===== src/hw/rtl/pidaw_pkg.sv =====
// shared types, register indexes and fixed-point helpers for the pid core
package pidaw_pkg;

   localparam int unsigned DataWidth  = 32;
   localparam int unsigned LimWidth   = 31;
   localparam int unsigned AddrWidth  = 3;
   localparam int unsigned WideWidth  = 48;
   localparam int unsigned DivSteps   = 48;
   localparam int unsigned CountWidth = 6;

   localparam logic [LimWidth-1:0] StepTimeReset = 31'd65536;

   // register indexes on the csr port
   localparam logic [AddrWidth-1:0] RegGainP      = 3'd0;
   localparam logic [AddrWidth-1:0] RegGainI      = 3'd1;
   localparam logic [AddrWidth-1:0] RegGainD      = 3'd2;
   localparam logic [AddrWidth-1:0] RegOutLimit   = 3'd3;
   localparam logic [AddrWidth-1:0] RegStepTime   = 3'd4;
   localparam logic [AddrWidth-1:0] RegIntLimit   = 3'd5;
   localparam logic [AddrWidth-1:0] RegGuardOn    = 3'd6;

   typedef enum logic [4:0] {
      ST_IDLE,
      ST_P_MUL,
      ST_P_SCL,
      ST_DIV_SETUP,
      ST_DIV,
      ST_DIV_FIX,
      ST_D_MUL,
      ST_D_SCL,
      ST_E_MUL,
      ST_E_SCL,
      ST_CAND,
      ST_IC_MUL,
      ST_IC_SCL,
      ST_GUARD,
      ST_IO_MUL,
      ST_IO_SCL,
      ST_OUT
   } state_type;

   localparam logic signed [WideWidth-1:0] SatMax = 48'sh0000_7FFF_FFFF;
   localparam logic signed [WideWidth-1:0] SatMin = -48'sh0000_8000_0000;

   // saturate a wide signed value to 32 bits
   function automatic logic signed [DataWidth-1:0] sat32(input logic signed [WideWidth-1:0] v);
      logic signed [DataWidth-1:0] r;
      if (v > SatMax) begin
         r = 32'sh7FFF_FFFF;
      end else if (v < SatMin) begin
         r = 32'sh8000_0000;
      end else begin
         r = v[DataWidth-1:0];
      end
      return r;
   endfunction

   // q16.16 rescale of a 64-bit product, truncating toward zero, saturated
   function automatic logic signed [DataWidth-1:0] qscale(input logic signed [63:0] p);
      logic signed [WideWidth-1:0] sh;
      sh = p[63:16];
      if (p[63] && (p[15:0] != 16'd0)) begin
         sh = sh + 48'sd1;
      end
      return sat32(sh);
   endfunction

endpackage


===== src/hw/rtl/pid_controller_antiwindup_core.sv =====
// pid controller with conditional-integration anti-windup, signed q16.16
// the drive word is registered in ST_OUT after the p, d and integral steps,
//   later while the previous drive word still waits on rsp_tready
// req is taken only in ST_IDLE; one shared 32x32 multiplier is used five times
//   and a 48-step restoring divider forms the derivative
// reset: synchronous active-high; gains, limits and guard clear, step time
//   returns to 1.0, previous error and integral clear, no output pending
module pid_controller_antiwindup_core
   import pidaw_pkg::*;
(
   input  logic                 clock,
   input  logic                 reset,
   // input stream
   input  logic                 req_tvalid,
   output logic                 req_tready,
   input  logic [63:0]          req_tdata,   // [31:0] setpoint, [63:32] measured
   // result stream
   output logic                 rsp_tvalid,
   input  logic                 rsp_tready,
   output logic [31:0]          rsp_tdata,   // [31:0] drive
   // register write port
   input  logic                 csr_valid,
   output logic                 csr_ready,
   input  logic [AddrWidth-1:0] csr_addr,
   input  logic [31:0]          csr_wdata
);

   // configuration registers
   logic signed [DataWidth-1:0] gain_p_ff, gain_p_in;
   logic signed [DataWidth-1:0] gain_i_ff, gain_i_in;
   logic signed [DataWidth-1:0] gain_d_ff, gain_d_in;
   logic [LimWidth-1:0]         out_lim_ff, out_lim_in;
   logic [LimWidth-1:0]         step_ff, step_in;
   logic [LimWidth-1:0]         int_lim_ff, int_lim_in;
   logic                        guard_ff, guard_in;

   // controller state
   logic signed [DataWidth-1:0] prev_err_ff, prev_err_in;
   logic signed [DataWidth-1:0] integral_ff, integral_in;

   // sequencer and working registers
   state_type                   state_ff, state_in;
   logic signed [DataWidth-1:0] err_ff, err_in;
   logic signed [DataWidth-1:0] p_term_ff, p_term_in;
   logic signed [DataWidth-1:0] d_term_ff, d_term_in;
   logic signed [DataWidth-1:0] acc_ff, acc_in;     // deriv, err*dt, i-terms
   logic signed [DataWidth-1:0] cand_ff, cand_in;
   logic signed [63:0]          prod_ff, prod_in;
   logic [WideWidth-1:0]        quo_ff, quo_in;
   logic [LimWidth-1:0]         rem_ff, rem_in;
   logic [CountWidth-1:0]       cnt_ff, cnt_in;
   logic                        neg_ff, neg_in;

   // result register
   logic                        rsp_valid_ff, rsp_valid_in;
   logic [DataWidth-1:0]        rsp_data_ff, rsp_data_in;

   // shared multiplier operands
   logic signed [DataWidth-1:0] mul_a, mul_b;

   // scratch values
   logic signed [DataWidth:0]   diff_wide;
   logic signed [DataWidth-1:0] diff_sat;
   logic signed [DataWidth-1:0] scaled;
   logic [DataWidth-1:0]        trial;
   logic                        trial_ge;
   logic signed [DataWidth:0]   sum_wide;
   logic signed [DataWidth-1:0] sum_sat;
   logic signed [DataWidth:0]   ilim_wide;
   logic signed [33:0]          u_sum;
   logic signed [33:0]          olim_wide;
   logic                        deepen;

   assign req_tready = (state_ff == ST_IDLE);
   assign csr_ready  = 1'b1;
   assign rsp_tvalid = rsp_valid_ff;
   assign rsp_tdata  = rsp_data_ff;

   assign scaled    = qscale(prod_ff);
   assign olim_wide = {3'b000, out_lim_ff};
   assign ilim_wide = {2'b00, int_lim_ff};
   assign u_sum     = {{2{p_term_ff[31]}}, p_term_ff} + {{2{acc_ff[31]}}, acc_ff}
                    + {{2{d_term_ff[31]}}, d_term_ff};

   // divider step: bring next dividend bit into the remainder
   assign trial    = {rem_ff, quo_ff[WideWidth-1]};
   assign trial_ge = (trial >= {1'b0, step_ff});

   always_comb begin
      state_in     = state_ff;
      gain_p_in    = gain_p_ff;
      gain_i_in    = gain_i_ff;
      gain_d_in    = gain_d_ff;
      out_lim_in   = out_lim_ff;
      step_in      = step_ff;
      int_lim_in   = int_lim_ff;
      guard_in     = guard_ff;
      prev_err_in  = prev_err_ff;
      integral_in  = integral_ff;
      err_in       = err_ff;
      p_term_in    = p_term_ff;
      d_term_in    = d_term_ff;
      acc_in       = acc_ff;
      cand_in      = cand_ff;
      quo_in       = quo_ff;
      rem_in       = rem_ff;
      cnt_in       = cnt_ff;
      neg_in       = neg_ff;
      rsp_valid_in = rsp_valid_ff;
      rsp_data_in  = rsp_data_ff;
      mul_a        = '0;
      mul_b        = '0;
      diff_wide    = '0;
      diff_sat     = '0;
      sum_wide     = '0;
      sum_sat      = '0;
      deepen       = 1'b0;

      if (rsp_valid_ff && rsp_tready) begin
         rsp_valid_in = 1'b0;
      end

      // register writes, taken only while idle by contract; the block itself does not enforce this
      if (csr_valid) begin
         unique case (csr_addr)
            RegGainP:    gain_p_in  = csr_wdata;
            RegGainI:    gain_i_in  = csr_wdata;
            RegGainD:    gain_d_in  = csr_wdata;
            RegOutLimit: out_lim_in = csr_wdata[LimWidth-1:0];
            RegStepTime: begin
               // zero step time would divide by zero, so it is dropped
               if (csr_wdata[LimWidth-1:0] != '0) begin
                  step_in = csr_wdata[LimWidth-1:0];
               end
            end
            RegIntLimit: int_lim_in = csr_wdata[LimWidth-1:0];
            RegGuardOn:  guard_in   = csr_wdata[0];
            default: ;
         endcase
      end

      unique case (state_ff)
         ST_IDLE: begin
            if (req_tvalid) begin
               diff_wide = {req_tdata[31], req_tdata[31:0]} - {req_tdata[63], req_tdata[63:32]};
               err_in    = sat32({{15{diff_wide[32]}}, diff_wide});
               state_in  = ST_P_MUL;
            end
         end
         ST_P_MUL: begin
            mul_a    = gain_p_ff;
            mul_b    = err_ff;
            state_in = ST_P_SCL;
         end
         ST_P_SCL: begin
            p_term_in = scaled;
            state_in  = ST_DIV_SETUP;
         end
         ST_DIV_SETUP: begin
            // error difference, then magnitude shifted up 16 for the quotient
            diff_wide   = {err_ff[31], err_ff} - {prev_err_ff[31], prev_err_ff};
            diff_sat    = sat32({{15{diff_wide[32]}}, diff_wide});
            neg_in      = diff_sat[31];
            quo_in      = {(diff_sat[31] ? (32'd0 - diff_sat) : diff_sat), 16'd0};
            rem_in      = '0;
            cnt_in      = '0;
            prev_err_in = err_ff;
            state_in    = ST_DIV;
         end
         ST_DIV: begin
            rem_in = trial_ge ? LimWidth'(trial - {1'b0, step_ff}) : trial[LimWidth-1:0];
            quo_in = {quo_ff[WideWidth-2:0], trial_ge};
            cnt_in = cnt_ff + 1'b1;
            if (cnt_ff == CountWidth'(DivSteps - 1)) begin
               state_in = ST_DIV_FIX;
            end
         end
         ST_DIV_FIX: begin
            // apply sign and saturate the quotient magnitude
            if (neg_ff) begin
               if (quo_ff > 48'h0000_8000_0000) begin
                  acc_in = 32'sh8000_0000;
               end else begin
                  acc_in = 32'd0 - quo_ff[31:0];
               end
            end else begin
               if (quo_ff > 48'h0000_7FFF_FFFF) begin
                  acc_in = 32'sh7FFF_FFFF;
               end else begin
                  acc_in = quo_ff[31:0];
               end
            end
            state_in = ST_D_MUL;
         end
         ST_D_MUL: begin
            mul_a    = gain_d_ff;
            mul_b    = acc_ff;
            state_in = ST_D_SCL;
         end
         ST_D_SCL: begin
            d_term_in = scaled;
            state_in  = ST_E_MUL;
         end
         ST_E_MUL: begin
            mul_a    = err_ff;
            mul_b    = {1'b0, step_ff};
            state_in = ST_E_SCL;
         end
         ST_E_SCL: begin
            acc_in   = scaled;
            state_in = ST_CAND;
         end
         ST_CAND: begin
            // integral candidate with optional symmetric clamp
            sum_wide = {integral_ff[31], integral_ff} + {acc_ff[31], acc_ff};
            sum_sat  = sat32({{15{sum_wide[32]}}, sum_wide});
            cand_in  = sum_sat;
            if (int_lim_ff != '0) begin
               if ($signed({sum_sat[31], sum_sat}) > ilim_wide) begin
                  cand_in = {1'b0, int_lim_ff};
               end else if ($signed({sum_sat[31], sum_sat}) < -ilim_wide) begin
                  cand_in = 32'd0 - {1'b0, int_lim_ff};
               end
            end
            state_in = ST_IC_MUL;
         end
         ST_IC_MUL: begin
            mul_a    = gain_i_ff;
            mul_b    = cand_ff;
            state_in = ST_IC_SCL;
         end
         ST_IC_SCL: begin
            acc_in   = scaled;
            state_in = ST_GUARD;
         end
         ST_GUARD: begin
            // with the guard on, freeze the integral when the candidate drive pushes further out
            deepen = ((u_sum > olim_wide) && !err_ff[31] && (err_ff != '0))
                  || ((u_sum < -olim_wide) && err_ff[31]);
            if (!guard_ff || !deepen) begin
               integral_in = cand_ff;
            end
            state_in = ST_IO_MUL;
         end
         ST_IO_MUL: begin
            mul_a    = gain_i_ff;
            mul_b    = integral_ff;
            state_in = ST_IO_SCL;
         end
         ST_IO_SCL: begin
            acc_in   = scaled;
            state_in = ST_OUT;
         end
         ST_OUT: begin
            // wait for the result register to free up
            if (!rsp_valid_ff || rsp_tready) begin
               rsp_valid_in = 1'b1;
               if (u_sum > olim_wide) begin
                  rsp_data_in = {1'b0, out_lim_ff};
               end else if (u_sum < -olim_wide) begin
                  rsp_data_in = 32'd0 - {1'b0, out_lim_ff};
               end else begin
                  rsp_data_in = u_sum[31:0];
               end
               state_in = ST_IDLE;
            end
         end
         default: state_in = ST_IDLE;
      endcase

      prod_in = mul_a * mul_b;
   end

   // control and configuration state
   always_ff @(posedge clock) begin
      if (reset) begin
         state_ff     <= ST_IDLE;
         rsp_valid_ff <= 1'b0;
         gain_p_ff    <= '0;
         gain_i_ff    <= '0;
         gain_d_ff    <= '0;
         out_lim_ff   <= '0;
         step_ff      <= StepTimeReset;
         int_lim_ff   <= '0;
         guard_ff     <= 1'b0;
         prev_err_ff  <= '0;
         integral_ff  <= '0;
         cnt_ff       <= '0;
      end else begin
         state_ff     <= state_in;
         rsp_valid_ff <= rsp_valid_in;
         gain_p_ff    <= gain_p_in;
         gain_i_ff    <= gain_i_in;
         gain_d_ff    <= gain_d_in;
         out_lim_ff   <= out_lim_in;
         step_ff      <= step_in;
         int_lim_ff   <= int_lim_in;
         guard_ff     <= guard_in;
         prev_err_ff  <= prev_err_in;
         integral_ff  <= integral_in;
         cnt_ff       <= cnt_in;
      end
   end

   // datapath registers
   always_ff @(posedge clock) begin
      err_ff      <= err_in;
      p_term_ff   <= p_term_in;
      d_term_ff   <= d_term_in;
      acc_ff      <= acc_in;
      cand_ff     <= cand_in;
      prod_ff     <= prod_in;
      quo_ff      <= quo_in;
      rem_ff      <= rem_in;
      neg_ff      <= neg_in;
      rsp_data_ff <= rsp_data_in;
   end

endmodule

===== config.mk =====
export PLATFORM = sky130hd
export DESIGN_NAME = pid_controller_antiwindup_core
export DESIGN_NICKNAME = d
export VERILOG_FILES = /design/src/hw/rtl/pidaw_pkg.sv /design/src/hw/rtl/pid_controller_antiwindup_core.sv
export SDC_FILE = /design/constraint.sdc
export NUM_CORES = 2
export LEC_CHECK = 0
export BUFFER_PORTS_ARGS = -buffer_cell sky130_fd_sc_hd__buf_4
export CORE_MARGIN = 4
export CORE_UTILIZATION = 50
export DETAILED_ROUTE_END_ITERATION = 16
export GPL_TIMING_DRIVEN = 0
export PLACE_DENSITY = 0.66
export SLEW_MARGIN = 20
export SYNTH_ARGS = -nofsm -noshare
export SYNTH_HDL_FRONTEND = slang
export SYNTH_SLANG_ARGS = --single-unit

===== constraint.sdc =====
create_clock -name clock -period 14.9 [get_ports clock]
set_input_delay 0.745 -clock clock [delete_from_list [all_inputs] [get_ports clock]]
set_output_delay 0.745 -clock clock [all_outputs]
set_load 0.1 [all_outputs]

==> run summary <==
### Worst setup path
* critical path peak fanout: 10
* CP startpoint kind: flip-flop
* worst endpoint data arrival time: 14680 ps
* category of the critical setup timing path: flip-flop to flip-flop
* peak per-stage delay on the critical path: 950 ps
* cell seen most often among critical-path stages: sky130_fd_sc_hd__fa_1
* endpoint kind of the worst setup timing path: flip-flop
* data required time at the worst endpoint: 15380 ps
* worst-path cell with the longest stage delay: sky130_fd_sc_hd__a221o_1

### Logic synthesis
* largest cells by area after synthesis: sky130_fd_sc_hd__fa_1 29%, sky130_fd_sc_hd__edfxtp_1 11%, sky130_fd_sc_hd__dfxtp_1 8.6%
* number of enable-type register cells in the synthesized netlist: 272
* most area-hungry cell type in the Yosys netlist: sky130_fd_sc_hd__fa_1
* area of the mapped netlist: 0.0766 sq mm
* portion of the post-synthesis area used by sequential elements: 19.3%
* Syn. warnings: 0
* Syn Nets: 10500
* count of cell types in the netlist: 102
* Post-Syn Area per Cell: 8.69 sq um
* instance count of the mapped netlist: 8816
* FF+latch count, synth: 602
* fraction of post-synthesis cell area in the top cell type by area: 29.2%
* ys flop type: sky130_fd_sc_hd__dfxtp_1
* fraction of synthesis flops using an asynchronous set or reset pin: 0%

### Die
* number of cell rows: 143
* height of the chip: 399 microns
* area of the die: 0.160 sq mm
* Boundary Pins: 139
* Die Wd: 399 microns
* starting utilization of the core area: 50.4%
* core box area: 0.152 sq mm

### Clocking
* clock insertion delay at the later pin of the skew report: 680 ps
* clock tree from TritonCTS: done
* count of hold-fix buffers inserted at cts: 0
* clock-pin slew on the worst setup and hold paths: 70 ps
* total clock sinks: 602
* PostCTS Resize Cnt: 0
* total number of H-tree levels: 3
* number of buffers added for setup after CTS: 0
* clock root buffer master: sky130_fd_sc_hd__clkbuf_16
* number of buffers created by CTS: 66
* maximum buffer depth of the clock tree: 3

### STA
* setup skew after layout: 45.6 ps
* total of endpoints with negative setup slack in the final report: 0
* setup repair after global routing missed its margin: false
* maximum clock frequency: 0.0704 GHz
* Worst Tran Pin Value: 1290 ps
* period utilization: 95.3%
* setup total negative slack: 0 ps
* Tmin final: 14200 ps
* Max Slew Vio Count: 0
* final hold vios: 0
* Slew HR: 14.2%

### GRT
* pin count of the biggest net entering global routing: 49
* total overflow reported by the global router: 0
* met2 global-route usage: 55.1%
* antenna violations before repair: 20
* met3 routing resource usage after global routing: 11.2%
* overall global routing resource usage: 37.4%
* M1 GR Usage: 48.1%
* vias in the first global route: 66200
* routing layer with the top usage in global route: met2
* wire length of the first global-routing pass: 435 mm

### Finish
* utilization after layout: 55.1%
* ratio of cells with drive above 1 in the final layout: 4.79%
* leading cell type in the layout, fill and taps excluded: sky130_fd_sc_hd__inv_1
* synthesis-to-layout area growth: 9.37%
* Finished Cell Area: 0.0838 sq mm
* Layout fillers: 14200
* number of nets in the layout: 10800
* leading cell types in the layout, fill and taps excluded: 1376 x sky130_fd_sc_hd__inv_1, 1163 x sky130_fd_sc_hd__nand2_1, 1118 x sky130_fd_sc_hd__fa_1, 882 x sky130_fd_sc_hd__nor2_1, 534 x sky130_fd_sc_hd__a21oi_1

### Worst hold path
* path class of the lowest-slack min-delay path: input pin to flip-flop

### Drt
* DRT antenna net count: 0
* first-pass iteration count of the detailed router: 10
* final wirelength: 300 mm
* routed length per instance: 26.8 microns
* drt first-iter violations: 7245
* vias after detailed routing: 68000
* routed vias/inst: 6.08
* DRC violations left: 0

### Placed design
* Cell Area, Placed: 0.0815 sq mm
* Port Buf Inserts: 135
* final weighted congestion in routability-driven placement: 1.05
* DP HPWL: 246 mm

### Pwr
* Lkg Pwr: 37.4 nW
* Pwr per Cell Area: 74.9 mW/mm^2
* Max VDD drop: 0.0000767 V
* Final Power: 6.28 mW

### Status
* run status: finished clean

### Flow run
* maximum capacitance violations: 0

## worst max-delay path: cells and delay by family (launching register included)
kind            cells  cell delay [ps]
flops               1              310
compound gates      9             4550
simple gates        5             1550
buf+inv             9             2730
fa+ha+maj           9             4840
## power breakdown
part           internal (mW)  switching, mW  total [mW]
Clock                  0.977          0.762        1.74
Sequential              1.89          0.164        2.05
Combinational          0.834           1.65        2.49
Total                   3.70           2.58        6.28
## stage by stage
stage / instances / setup WS (ps) / hold WS [ps]
floorplan: 8816 / 5300 / 436
global placement: 11000 / 662 / 441
detailed placement: 11000 / 1360 / 447
CTS: 11200 / 1340 / 382
global route: 11200 / 607 / 405
finish: 11200 / 702 / 407
## kinds of logic after synthesis
| kind of cell | synth area share [%] |
|---|---|
| other | 0.00490 |
| and+or+nand+nor | 15.6 |
| adders and majority gates | 37.2 |
| DFF | 19.3 |
| AOI/OAI and AO/OA | 14.1 |
| buffers and inverters | 8.92 |
| muxes | 1.60 |
| xor gates and xnor gates | 3.28 |
## synth_stat cells, types with 41 or more instances
cell type / number
sky130_fd_sc_hd__a21o_1: 183
sky130_fd_sc_hd__edfxtp_1: 272
sky130_fd_sc_hd__a221oi_1: 67
sky130_fd_sc_hd__inv_1: 1377
sky130_fd_sc_hd__a21oi_1: 534
sky130_fd_sc_hd__o21ai_0: 243
sky130_fd_sc_hd__clkbuf_1: 402
sky130_fd_sc_hd__ha_1: 476
sky130_fd_sc_hd__xnor2_1: 193
sky130_fd_sc_hd__o31ai_1: 41
sky130_fd_sc_hd__nor3_1: 98
sky130_fd_sc_hd__nand3_1: 95
sky130_fd_sc_hd__a211oi_1: 64
sky130_fd_sc_hd__and2_1: 52
sky130_fd_sc_hd__nor2b_1: 48
sky130_fd_sc_hd__dfxtp_1: 330
sky130_fd_sc_hd__mux2i_1: 112
sky130_fd_sc_hd__nand4_1: 83
sky130_fd_sc_hd__or3_1: 43
sky130_fd_sc_hd__xor2_1: 94
sky130_fd_sc_hd__nand2b_1: 68
sky130_fd_sc_hd__a221o_1: 56
sky130_fd_sc_hd__nor2_1: 885
sky130_fd_sc_hd__o21a_1: 55
sky130_fd_sc_hd__nand2_1: 1163
sky130_fd_sc_hd__fa_1: 1119
sky130_fd_sc_hd__and3_1: 46
sky130_fd_sc_hd__o21ai_1: 57
## area by class of cell
| class | count | area [sq um] | area share (%) |
|---|---|---|---|
| multi-input combinational | 6402 | 55600 | 66.3 |
| sequential | 602 | 14800 | 17.6 |
| inverter | 1381 | 5190 | 6.19 |
| tap | 2030 | 2540 | 3.03 |
| clock buffer | 92 | 1980 | 2.36 |
| timing repair buffer | 200 | 1780 | 2.12 |
| buffer | 431 | 1660 | 1.98 |
| clock inverter | 30 | 265 | 0.317 |
| antenna | 10 | 25.0 | 0.0299 |
## flip-flops by register name, summed over array words and instances, names as in the netlist, 5 cells and up
name	flops
int_lim_ff	31
quo_ff	48
err_ff	32
acc_ff	32
cnt_ff	6
integral_ff	32
gain_d_ff	32
prev_err_ff	32
rem_ff	31
state_ff	5
step_ff	31
prod_ff	64
out_lim_ff	31
p_term_ff	32
cand_ff	32
rsp_tdata	32
gain_i_ff	32
d_term_ff	32
gain_p_ff	32
## per-layer routing
| metal | up-vias | routed length [microns] |
|---|---|---|
| met1 | 33700 | 114000 |
| li1 | 29400 | - |
| met2 | 3854 | 127000 |
| met3 | 991 | 35300 |
| met5 | - | 149 |
| met4 | 8 | 24300 |
## final timing paths
| check | cells past startpoint | start | slack (ps) | end |
|---|---|---|---|---|
| worst max-delay path | 32 | state_ff[4]$_SDFFE_PP0P_ | 700 | prod_ff[62]$_DFF_P_ |
| worst min-delay path | 3 | csr_wdata[3] | 410 | gain_p_ff[3]$_SDFFE_PP0P_ |
| worst max register to register | 32 | state_ff[4]$_SDFFE_PP0P_ | 700 | prod_ff[62]$_DFF_P_ |
| worst min register to register | 2 | gain_p_ff[14]$_SDFFE_PP0P_ | 460 | gain_p_ff[14]$_SDFFE_PP0P_ |
No activity file was read; power rests on OpenSTA's default activity.
